File: src/hdl/genotype_pair_contingency_macros.svh
// Assertion macros for the genotype pair contingency block.
// Define ASSERT_OFF to compile every check to nothing.
`ifndef GENOTYPE_PAIR_CONTINGENCY_MACROS_SVH
`define GENOTYPE_PAIR_CONTINGENCY_MACROS_SVH

`ifndef ASSERT_OFF

// Clocked check that is ignored while reset is asserted.
`define GPC_ASSERT(label, prop) \
    label: assert property (@(posedge clk) disable iff (!rst_n) prop) \
        else $error("genotype_pair_contingency: check failed");

// Clocked check that also holds while reset is asserted.
`define GPC_ASSERT_ALWAYS(label, prop) \
    label: assert property (@(posedge clk) prop) \
        else $error("genotype_pair_contingency: check failed during reset");

`else

`define GPC_ASSERT(label, prop)
`define GPC_ASSERT_ALWAYS(label, prop)

`endif

`endif

File: src/hdl/gpc_pkg.sv
`default_nettype none

package gpc_pkg;

    // Field widths fixed by the interface.
    localparam int GROUP_W = 2;
    localparam int DATA_W  = 64;
    localparam int CNT_W   = 17;
    localparam int POP_W   = 7;

    // Number of sample groups and counters held for each group.
    localparam int NGROUPS = 4;
    localparam int NSLOTS  = 9;

    // Counter slots within a group: four joint counts, then five marginals.
    localparam int J00  = 0;
    localparam int J01  = 1;
    localparam int J10  = 2;
    localparam int J11  = 3;
    localparam int M1G0 = 4;
    localparam int M1G1 = 5;
    localparam int M2G0 = 6;
    localparam int M2G1 = 7;
    localparam int M2G2 = 8;

    // Group codes.
    localparam logic [GROUP_W-1:0] GRP_CTRL_FEMALE = 2'd0;
    localparam logic [GROUP_W-1:0] GRP_CTRL_MALE   = 2'd1;
    localparam logic [GROUP_W-1:0] GRP_CASE_FEMALE = 2'd2;
    localparam logic [GROUP_W-1:0] GRP_CASE_MALE   = 2'd3;

    // Parameter defaults.
    localparam int MAX_WORDS_PER_GROUP_DEF = 1024;
    localparam int WORD_BITS_DEF           = 64;

    // Largest value a counter can hold.
    localparam logic [CNT_W-1:0] CELL_MAX = '1;

    // Field masks for the parallel bit count.
    localparam logic [DATA_W-1:0] POP_M1 = 64'h5555_5555_5555_5555;
    localparam logic [DATA_W-1:0] POP_M2 = 64'h3333_3333_3333_3333;
    localparam logic [DATA_W-1:0] POP_M4 = 64'h0f0f_0f0f_0f0f_0f0f;
    localparam logic [DATA_W-1:0] POP_M7 = 64'h0000_0000_0000_007f;

    typedef logic [CNT_W-1:0] cnt_t;
    typedef logic [POP_W-1:0] pop_t;

    typedef struct packed {
        logic [GROUP_W-1:0] group;
        logic [DATA_W-1:0]  snp1_g0_word;
        logic [DATA_W-1:0]  snp1_g1_word;
        logic [DATA_W-1:0]  snp2_g0_word;
        logic [DATA_W-1:0]  snp2_g1_word;
        logic [DATA_W-1:0]  snp2_g2_word;
        logic               end_of_pair;
    } in_word_t;

    typedef struct packed {
        logic [GROUP_W-1:0] out_group;
        cnt_t               cell_00;
        cnt_t               cell_01;
        cnt_t               cell_02;
        cnt_t               cell_10;
        cnt_t               cell_11;
        cnt_t               cell_12;
        cnt_t               cell_20;
        cnt_t               cell_21;
        cnt_t               cell_22;
        logic               table_last;
    } out_word_t;

    // Number of set bits in a 64-bit word, summed in widening bit fields.
    function automatic pop_t popcount(input logic [DATA_W-1:0] v);
        logic [DATA_W-1:0] x;
        x = v - ((v >> 1) & POP_M1);
        x = (x & POP_M2) + ((x >> 2) & POP_M2);
        x = (x + (x >> 4)) & POP_M4;
        x = x + (x >> 8);
        x = x + (x >> 16);
        x = x + (x >> 32);
        return pop_t'(x & POP_M7);
    endfunction

    // Counter add that clamps at the cap.
    function automatic cnt_t sat_add(input cnt_t c, input pop_t n, input cnt_t cap);
        logic [CNT_W:0] s;
        s = {1'b0, c} + (CNT_W + 1)'(n);
        return (s > {1'b0, cap}) ? cap : s[CNT_W-1:0];
    endfunction

    // Marginal minus two joint counts, clamped at zero.
    function automatic cnt_t sub_sat(input cnt_t m, input cnt_t a, input cnt_t b);
        logic [CNT_W:0] s;
        s = {1'b0, a} + {1'b0, b};
        return ({1'b0, m} < s) ? '0 : (m - s[CNT_W-1:0]);
    endfunction

endpackage

`default_nettype wire

File: src/hdl/genotype_pair_contingency.sv
// Genotype pair contingency: accepts one word per clock while in_ready is high,
// each word carrying one 64-sample bitmap slice of two SNPs for one of four
// sample groups, and keeps nine saturating counters per group. A word flows
// through an input register, a popcount register and the counter update, and
// the tables of a closing word are then loaded into the output register.
// A word marked end_of_pair copies all counters into an output bank and clears
// them; the four tables (groups 0 to 3, the last one flagged) then leave one
// per cycle through the output register when the receiver is ready, and new
// words keep accumulating meanwhile. A following end_of_pair word waits in the
// popcount register until the cycle after the previous four tables have all
// entered the output register, so pairs shorter than five words are held back
// and longer pairs run at one word per cycle while the receiver keeps up.
`default_nettype none

`include "genotype_pair_contingency_macros.svh"

module genotype_pair_contingency #(
    parameter int MAX_WORDS_PER_GROUP = gpc_pkg::MAX_WORDS_PER_GROUP_DEF,
    parameter int WORD_BITS           = gpc_pkg::WORD_BITS_DEF
) (
    input  wire logic              clk,
    input  wire logic              rst_n,
    input  wire logic              in_valid,
    output logic                   in_ready,
    input  wire gpc_pkg::in_word_t in_data,
    output logic                   out_valid,
    input  wire logic              out_ready,
    output gpc_pkg::out_word_t     out_data
);

    localparam longint RAW_CAP = longint'(MAX_WORDS_PER_GROUP) * longint'(WORD_BITS);
    localparam gpc_pkg::cnt_t CNT_CAP =
        (RAW_CAP > longint'(gpc_pkg::CELL_MAX)) ? gpc_pkg::CELL_MAX
                                                : gpc_pkg::cnt_t'(RAW_CAP);
    localparam logic [gpc_pkg::DATA_W-1:0] WORD_MASK =
        (WORD_BITS >= gpc_pkg::DATA_W) ? '1
            : ((gpc_pkg::DATA_W)'(1) << WORD_BITS) - (gpc_pkg::DATA_W)'(1);

    // Input register.
    logic              in_valid_reg;
    gpc_pkg::in_word_t in_data_reg;
    logic              in_move;

    // Popcount register.
    logic                         pop_valid_reg;
    logic [gpc_pkg::GROUP_W-1:0]  pop_group_reg;
    logic                         pop_last_reg;
    gpc_pkg::pop_t                pop_reg [gpc_pkg::NSLOTS];
    gpc_pkg::pop_t                pop_next [gpc_pkg::NSLOTS];
    logic                         pop_ready;
    logic                         pop_take;

    // Counters and the bank the tables are read from.
    gpc_pkg::cnt_t cnt_reg  [gpc_pkg::NGROUPS][gpc_pkg::NSLOTS];
    gpc_pkg::cnt_t cnt_next [gpc_pkg::NGROUPS][gpc_pkg::NSLOTS];
    gpc_pkg::cnt_t bank_reg [gpc_pkg::NGROUPS][gpc_pkg::NSLOTS];
    gpc_pkg::cnt_t upd      [gpc_pkg::NSLOTS];

    // Table emitter and output register.
    logic                         emit_busy_reg;
    logic [gpc_pkg::GROUP_W-1:0]  emit_idx_reg;
    logic                         emit_load;
    logic                         out_valid_reg;
    gpc_pkg::out_word_t           out_data_reg;
    gpc_pkg::out_word_t           table_next;
    gpc_pkg::cnt_t                c02;
    gpc_pkg::cnt_t                c12;

    // Handshake chain: each stage frees up when its word moves on.
    assign pop_take  = pop_valid_reg && (!pop_last_reg || !emit_busy_reg);
    assign pop_ready = !pop_valid_reg || pop_take;
    assign in_move   = in_valid_reg && pop_ready;
    assign in_ready  = !in_valid_reg || pop_ready;

    // Input register stage.
    always_ff @(posedge clk or negedge rst_n)
    begin
        if (!rst_n)
        begin
            in_valid_reg <= 1'b0;
        end
        else if (in_ready)
        begin
            in_valid_reg <= in_valid;
        end
    end

    always_ff @(posedge clk)
    begin
        if (in_valid && in_ready)
        begin
            in_data_reg <= in_data;
        end
    end

    // Popcounts of the four joint ANDs and five marginals, word width masked.
    always_comb
    begin
        logic [gpc_pkg::DATA_W-1:0] a0;
        logic [gpc_pkg::DATA_W-1:0] a1;
        logic [gpc_pkg::DATA_W-1:0] b0;
        logic [gpc_pkg::DATA_W-1:0] b1;
        logic [gpc_pkg::DATA_W-1:0] b2;
        a0 = in_data_reg.snp1_g0_word & WORD_MASK;
        a1 = in_data_reg.snp1_g1_word & WORD_MASK;
        b0 = in_data_reg.snp2_g0_word & WORD_MASK;
        b1 = in_data_reg.snp2_g1_word & WORD_MASK;
        b2 = in_data_reg.snp2_g2_word & WORD_MASK;
        pop_next[gpc_pkg::J00]  = gpc_pkg::popcount(a0 & b0);
        pop_next[gpc_pkg::J01]  = gpc_pkg::popcount(a0 & b1);
        pop_next[gpc_pkg::J10]  = gpc_pkg::popcount(a1 & b0);
        pop_next[gpc_pkg::J11]  = gpc_pkg::popcount(a1 & b1);
        pop_next[gpc_pkg::M1G0] = gpc_pkg::popcount(a0);
        pop_next[gpc_pkg::M1G1] = gpc_pkg::popcount(a1);
        pop_next[gpc_pkg::M2G0] = gpc_pkg::popcount(b0);
        pop_next[gpc_pkg::M2G1] = gpc_pkg::popcount(b1);
        pop_next[gpc_pkg::M2G2] = gpc_pkg::popcount(b2);
    end

    // Popcount register stage.
    always_ff @(posedge clk or negedge rst_n)
    begin
        if (!rst_n)
        begin
            pop_valid_reg <= 1'b0;
        end
        else if (pop_ready)
        begin
            pop_valid_reg <= in_move;
        end
    end

    always_ff @(posedge clk)
    begin
        if (in_move)
        begin
            pop_group_reg <= in_data_reg.group;
            pop_last_reg  <= in_data_reg.end_of_pair;
            pop_reg       <= pop_next;
        end
    end

    // Counter update: add into the word's group; on the last word move the
    // totals to the bank and start from zero.
    always_comb
    begin
        for (int s = 0; s < gpc_pkg::NSLOTS; s++)
        begin
            upd[s] = gpc_pkg::sat_add(cnt_reg[pop_group_reg][s], pop_reg[s], CNT_CAP);
        end
        cnt_next = cnt_reg;
        if (pop_take)
        begin
            if (pop_last_reg)
            begin
                for (int g = 0; g < gpc_pkg::NGROUPS; g++)
                begin
                    for (int s = 0; s < gpc_pkg::NSLOTS; s++)
                    begin
                        cnt_next[g][s] = '0;
                    end
                end
            end
            else
            begin
                cnt_next[pop_group_reg] = upd;
            end
        end
    end

    always_ff @(posedge clk or negedge rst_n)
    begin
        if (!rst_n)
        begin
            for (int g = 0; g < gpc_pkg::NGROUPS; g++)
            begin
                for (int s = 0; s < gpc_pkg::NSLOTS; s++)
                begin
                    cnt_reg[g][s] <= '0;
                end
            end
        end
        else
        begin
            cnt_reg <= cnt_next;
        end
    end

    always_ff @(posedge clk)
    begin
        if (pop_take && pop_last_reg)
        begin
            for (int g = 0; g < gpc_pkg::NGROUPS; g++)
            begin
                if (pop_group_reg == gpc_pkg::GROUP_W'(g))
                begin
                    bank_reg[g] <= upd;
                end
                else
                begin
                    bank_reg[g] <= cnt_reg[g];
                end
            end
        end
    end

    // Table of the group being emitted, derived cells clamped at zero.
    always_comb
    begin
        c02 = gpc_pkg::sub_sat(bank_reg[emit_idx_reg][gpc_pkg::M1G0],
                               bank_reg[emit_idx_reg][gpc_pkg::J00],
                               bank_reg[emit_idx_reg][gpc_pkg::J01]);
        c12 = gpc_pkg::sub_sat(bank_reg[emit_idx_reg][gpc_pkg::M1G1],
                               bank_reg[emit_idx_reg][gpc_pkg::J10],
                               bank_reg[emit_idx_reg][gpc_pkg::J11]);
        table_next.out_group  = emit_idx_reg;
        table_next.cell_00    = bank_reg[emit_idx_reg][gpc_pkg::J00];
        table_next.cell_01    = bank_reg[emit_idx_reg][gpc_pkg::J01];
        table_next.cell_02    = c02;
        table_next.cell_10    = bank_reg[emit_idx_reg][gpc_pkg::J10];
        table_next.cell_11    = bank_reg[emit_idx_reg][gpc_pkg::J11];
        table_next.cell_12    = c12;
        table_next.cell_20    = gpc_pkg::sub_sat(bank_reg[emit_idx_reg][gpc_pkg::M2G0],
                                                 bank_reg[emit_idx_reg][gpc_pkg::J00],
                                                 bank_reg[emit_idx_reg][gpc_pkg::J10]);
        table_next.cell_21    = gpc_pkg::sub_sat(bank_reg[emit_idx_reg][gpc_pkg::M2G1],
                                                 bank_reg[emit_idx_reg][gpc_pkg::J01],
                                                 bank_reg[emit_idx_reg][gpc_pkg::J11]);
        table_next.cell_22    = gpc_pkg::sub_sat(bank_reg[emit_idx_reg][gpc_pkg::M2G2],
                                                 c02, c12);
        table_next.table_last = (emit_idx_reg == gpc_pkg::GRP_CASE_MALE);
    end

    // A table enters the output register whenever the register is free.
    assign emit_load = emit_busy_reg && (!out_valid_reg || out_ready);

    always_ff @(posedge clk or negedge rst_n)
    begin
        if (!rst_n)
        begin
            emit_busy_reg <= 1'b0;
            emit_idx_reg  <= gpc_pkg::GRP_CTRL_FEMALE;
            out_valid_reg <= 1'b0;
        end
        else
        begin
            if (pop_take && pop_last_reg)
            begin
                emit_busy_reg <= 1'b1;
                emit_idx_reg  <= gpc_pkg::GRP_CTRL_FEMALE;
            end
            else if (emit_load)
            begin
                emit_idx_reg <= emit_idx_reg + gpc_pkg::GROUP_W'(1);
                if (emit_idx_reg == gpc_pkg::GRP_CASE_MALE)
                begin
                    emit_busy_reg <= 1'b0;
                end
            end
            if (emit_load)
            begin
                out_valid_reg <= 1'b1;
            end
            else if (out_ready)
            begin
                out_valid_reg <= 1'b0;
            end
        end
    end

    always_ff @(posedge clk)
    begin
        if (emit_load)
        begin
            out_data_reg <= table_next;
        end
    end

    assign out_valid = out_valid_reg;
    assign out_data  = out_data_reg;

    // A last word never overwrites the bank while tables are still leaving it.
    `GPC_ASSERT(a_last_waits_for_bank, (pop_valid_reg && pop_last_reg && emit_busy_reg) |=> (pop_valid_reg && pop_last_reg))

    // The flag marks the case-male table and no other.
    `GPC_ASSERT(a_last_flag_group, out_valid_reg |-> (out_data_reg.table_last == (out_data_reg.out_group == gpc_pkg::GRP_CASE_MALE)))

    // A ctrl-female table lands in the output register with more tables still to follow.
    `GPC_ASSERT(a_group_order, (emit_load && emit_idx_reg == gpc_pkg::GRP_CTRL_FEMALE) |=> (out_data_reg.out_group == gpc_pkg::GRP_CTRL_FEMALE && emit_busy_reg))

    // Nothing is offered while reset is held.
    `GPC_ASSERT_ALWAYS(a_quiet_in_reset, !rst_n |-> (!out_valid_reg && !emit_busy_reg))

endmodule

`default_nettype wire

File: config.mk
export PLATFORM = sky130hd
export DESIGN_NAME = genotype_pair_contingency
export DESIGN_NICKNAME = d
export VERILOG_FILES = /design/src/hdl/gpc_pkg.sv /design/src/hdl/genotype_pair_contingency.sv
export VERILOG_INCLUDE_DIRS = /design/src /design/src/hdl
export SDC_FILE = /design/constraint.sdc
export NUM_CORES = 2
export LEC_CHECK = 0
export ABC_CLOCK_PERIOD_IN_PS = 16290
export BUFFER_PORTS_ARGS = -buffer_cell sky130_fd_sc_hd__buf_2
export CAP_MARGIN = 20
export CORE_MARGIN = 5
export CORE_UTILIZATION = 60
export DETAILED_ROUTE_END_ITERATION = 10
export PLACE_DENSITY = 0.78
export SETUP_SLACK_MARGIN = 0.3
export SLEW_MARGIN = 30
export SYNTH_ARGS = -nofsm -noshare
export SYNTH_HDL_FRONTEND = slang
export SYNTH_SLANG_ARGS = --single-unit
export TNS_END_PERCENT = 1
File: constraint.sdc
create_clock -name clk -period 16.29 [get_ports clk]
set_input_delay 3.258 -clock clk [delete_from_list [all_inputs] [get_ports clk]]
set_output_delay 3.258 -clock clk [all_outputs]
set_load 0.005 [all_outputs]
==> metrics.cfg <==
[route]
first_pass_iters = 8
routed-wl-met2_um = 192000
viasPerCell = 6.42
wire_per_inst_um = 25.5
wl_met3_um = 43800
top_layer = met5
remaining_drc_errors = 0
drtAntennaViolNets = 0
num_vias = 106000
wl_met1_um = 153000
drt-total-wl_um = 422000
drt-initial-drc-count = 11500

[timing]
hold_violations = 0
fmax_mhz = 81.5
worst_slew_pin_slew_ns = 1.14
rsz0062_at_grt = false
period_minus_slack_ns = 12.27
slew_violations = 0
maxSlewHeadroom_pct = 23.7
setup_tns_ns = 0
fin_skew_ns = 0.0821
min_period_over_period_pct = 75.4
finalSetupViolCount = 0

[clocking]
ctsHoldBuffers = 0
cts_resized = 0
numCtsBuffers = 183
worstSkewPairLatency_ns = 0.90
clockBufferDepth = 3
cts_root_buf = clkbuf_16
cts_tree = done
clkSlewWorstSetupHoldPaths_ns = 0.06
cts_sinks = 1775
htree_levels = 4
cts_setup_buffers = 0

[critical_path]
start_kind = flop
worstPathMaxFanout = 36
critPathTopFamily = compound AO/OA/AOI/OAI gates
critPathBufInv = 3
worst_path_max_delay_cell = dfrtp_4
r2r-start = emit_idx_reg[1]
crit_top_cell = a21oi_1
cp-end-kind = flop
cp_slowest_stage_delay_ns = 0.86
cp_data_required_time_ns = 16.96
cp.arrival_ns = 12.94
crit_start = emit_idx_reg[1]
critPathKind = reg2reg

[yosys]
ys_ff_latch = 1775
syn-cell-area_um2 = 134000
ys_warn_count = 0
avgSynthCellArea_um2 = 10.1
synth_nets = 15400
synth-async-reset-ratio_pct = 34.8
synth-main-ff-cell = edfxtp_1
ys_seq_area_share_pct = 37.6
syn-instance-count = 13200
yosysUniqueCellTypes = 104
synth_edf_count = 1157

[die]
dieArea_um2 = 232000
start_util_pct = 60.2
row_count = 173
fp.dieW_um = 482
boundaryPins = 485
die_y_um = 482
coreArea_um2 = 222000

[global_route]
antenna_found_initial = 28
grt_max_degree = 175
gr-total-overflow = 0
track_usage_pct = 35.7
grt_pass1_wl_um = 629000
grt_pass1_vias = 108000

[min_path]
min_from = in_data_reg[321]
hp-class = reg2reg

[cells_and_area]
final_nets = 15600
layout-drive-gt1-share_pct = 9.68
syn_to_final_growth_pct = 8.74

[placement]
port_buffers = 484
globalplace.congestion = 0.991
dp_hpwl_um = 314000

[outcome]
outcome = finished, final reports clean

[job]
cap_violations = 0

path summary, 6_finish.rpt:
| check | end | slack [ns] | cells after the start |
|---|---|---|---|
| worst max-delay path | out_data[13] | 4.02 | 40 |
| worst min-delay path | pop_group_reg[0] | 0.42 | 0 |
| worst max register to register | out_data[13] | 4.02 | 40 |
| worst min register to register | pop_group_reg[0] | 0.42 | 0 |
| max in group asynchronous | cnt_reg[554] | 11.77 | 4 |
| min in group asynchronous | cnt_reg[327] | 2.41 | 1 |
cell families (layout without fill, tap and decap cells):
| family | count (synthesis) | in the layout | share of synthesized area [%] |
|---|---|---|---|
| AOI/OAI and AO/OA | 3220 | 3220 | 15.3 |
| xor gates and xnor gates | 1013 | 1013 | 6.64 |
| adders and majority gates | 1893 | 1893 | 19.4 |
| buffers and inverters | 1552 | 1963 | 4.47 |
| DFF | 1775 | 1775 | 37.6 |
| muxes | 333 | 333 | 5.38 |
| other | 0 | 8 | 0 |
| and+or+nand+nor | 3371 | 3371 | 11.2 |
per-stage QoR:
step	util, %	worst slack, ns	instances	hold WS [ns]	cell area, um^2
after floorplan	-	3.20	13200	0.400	134000
after global placement	62.5	4.30	16200	0.411	139000
after detailed placement	62.6	4.35	16200	0.406	139000
after CTS	65.4	4.25	16500	0.422	145000
after global routing	65.4	3.52	16500	0.434	145000
final	65.5	4.02	16600	0.421	145000
metal layers:
layer,vias up,global-route usage (%)
li1,47400,-
met1,51600,43.9
met2,5848,57.1
met3,1315,7.27
met4,20,23.9
met5,-,0
synthesized netlist by cell type (154+ instances only):
cell / number / area, um^2
xnor2_1: 634 / 5550
inv_1: 1035 / 3880
nand2_1: 1783 / 6690
edfxtp_1: 1157 / 34700
clkbuf_1: 395 / 1480
xor2_1: 379 / 3320
a21oi_1: 659 / 3300
nor2_1: 634 / 2380
o31ai_1: 154 / 1160
fa_1: 298 / 5970
dfrtp_1: 618 / 15500
nand3_1: 162 / 811
mux4_2: 306 / 6890
a21o_1: 382 / 2870
o21ai_0: 1120 / 5610
ha_1: 1595 / 20000
cell usage in the layout, fill, tap and decap left out, drive strengths merged, types with 234 or more instances in the layout:
| cell | instances |
|---|---|
| edfxtp | 1157 |
| dfrtp | 618 |
| fa | 298 |
| xnor2 | 634 |
| clkbuf | 234 |
| nand2 | 1783 |
| nor2 | 635 |
| o21ai | 1136 |
| buf | 588 |
| a21oi | 660 |
| a21o | 382 |
| mux4 | 306 |
| inv | 1042 |
| xor2 | 379 |
| ha | 1595 |
worst reg2reg max path: cells and delay by family, from the launching register on:
family	cells	cell delay [ns]
compound gates	21	5.20
simple gates	7	2.07
fa+ha+maj	6	2.00
buf+inv	3	1.09
flops	1	0.86
mux	1	0.51
xor+xnor	2	0.38
cell type report:
class                   count  area, um^2
inverters                1035        3900
flip-flops and latches   1775       50200
clock buffers             234        4880
fillers                 17000       76700
well taps                2975        3720
diodes                      8        20.0
clock inverters           106        1290
multi-input cells        9830       77700
repair buffers            588        3500
Power is left out: the tool's default activity adds up to more than one toggle a clock period on the data nets, which glitch-free logic cannot reach.
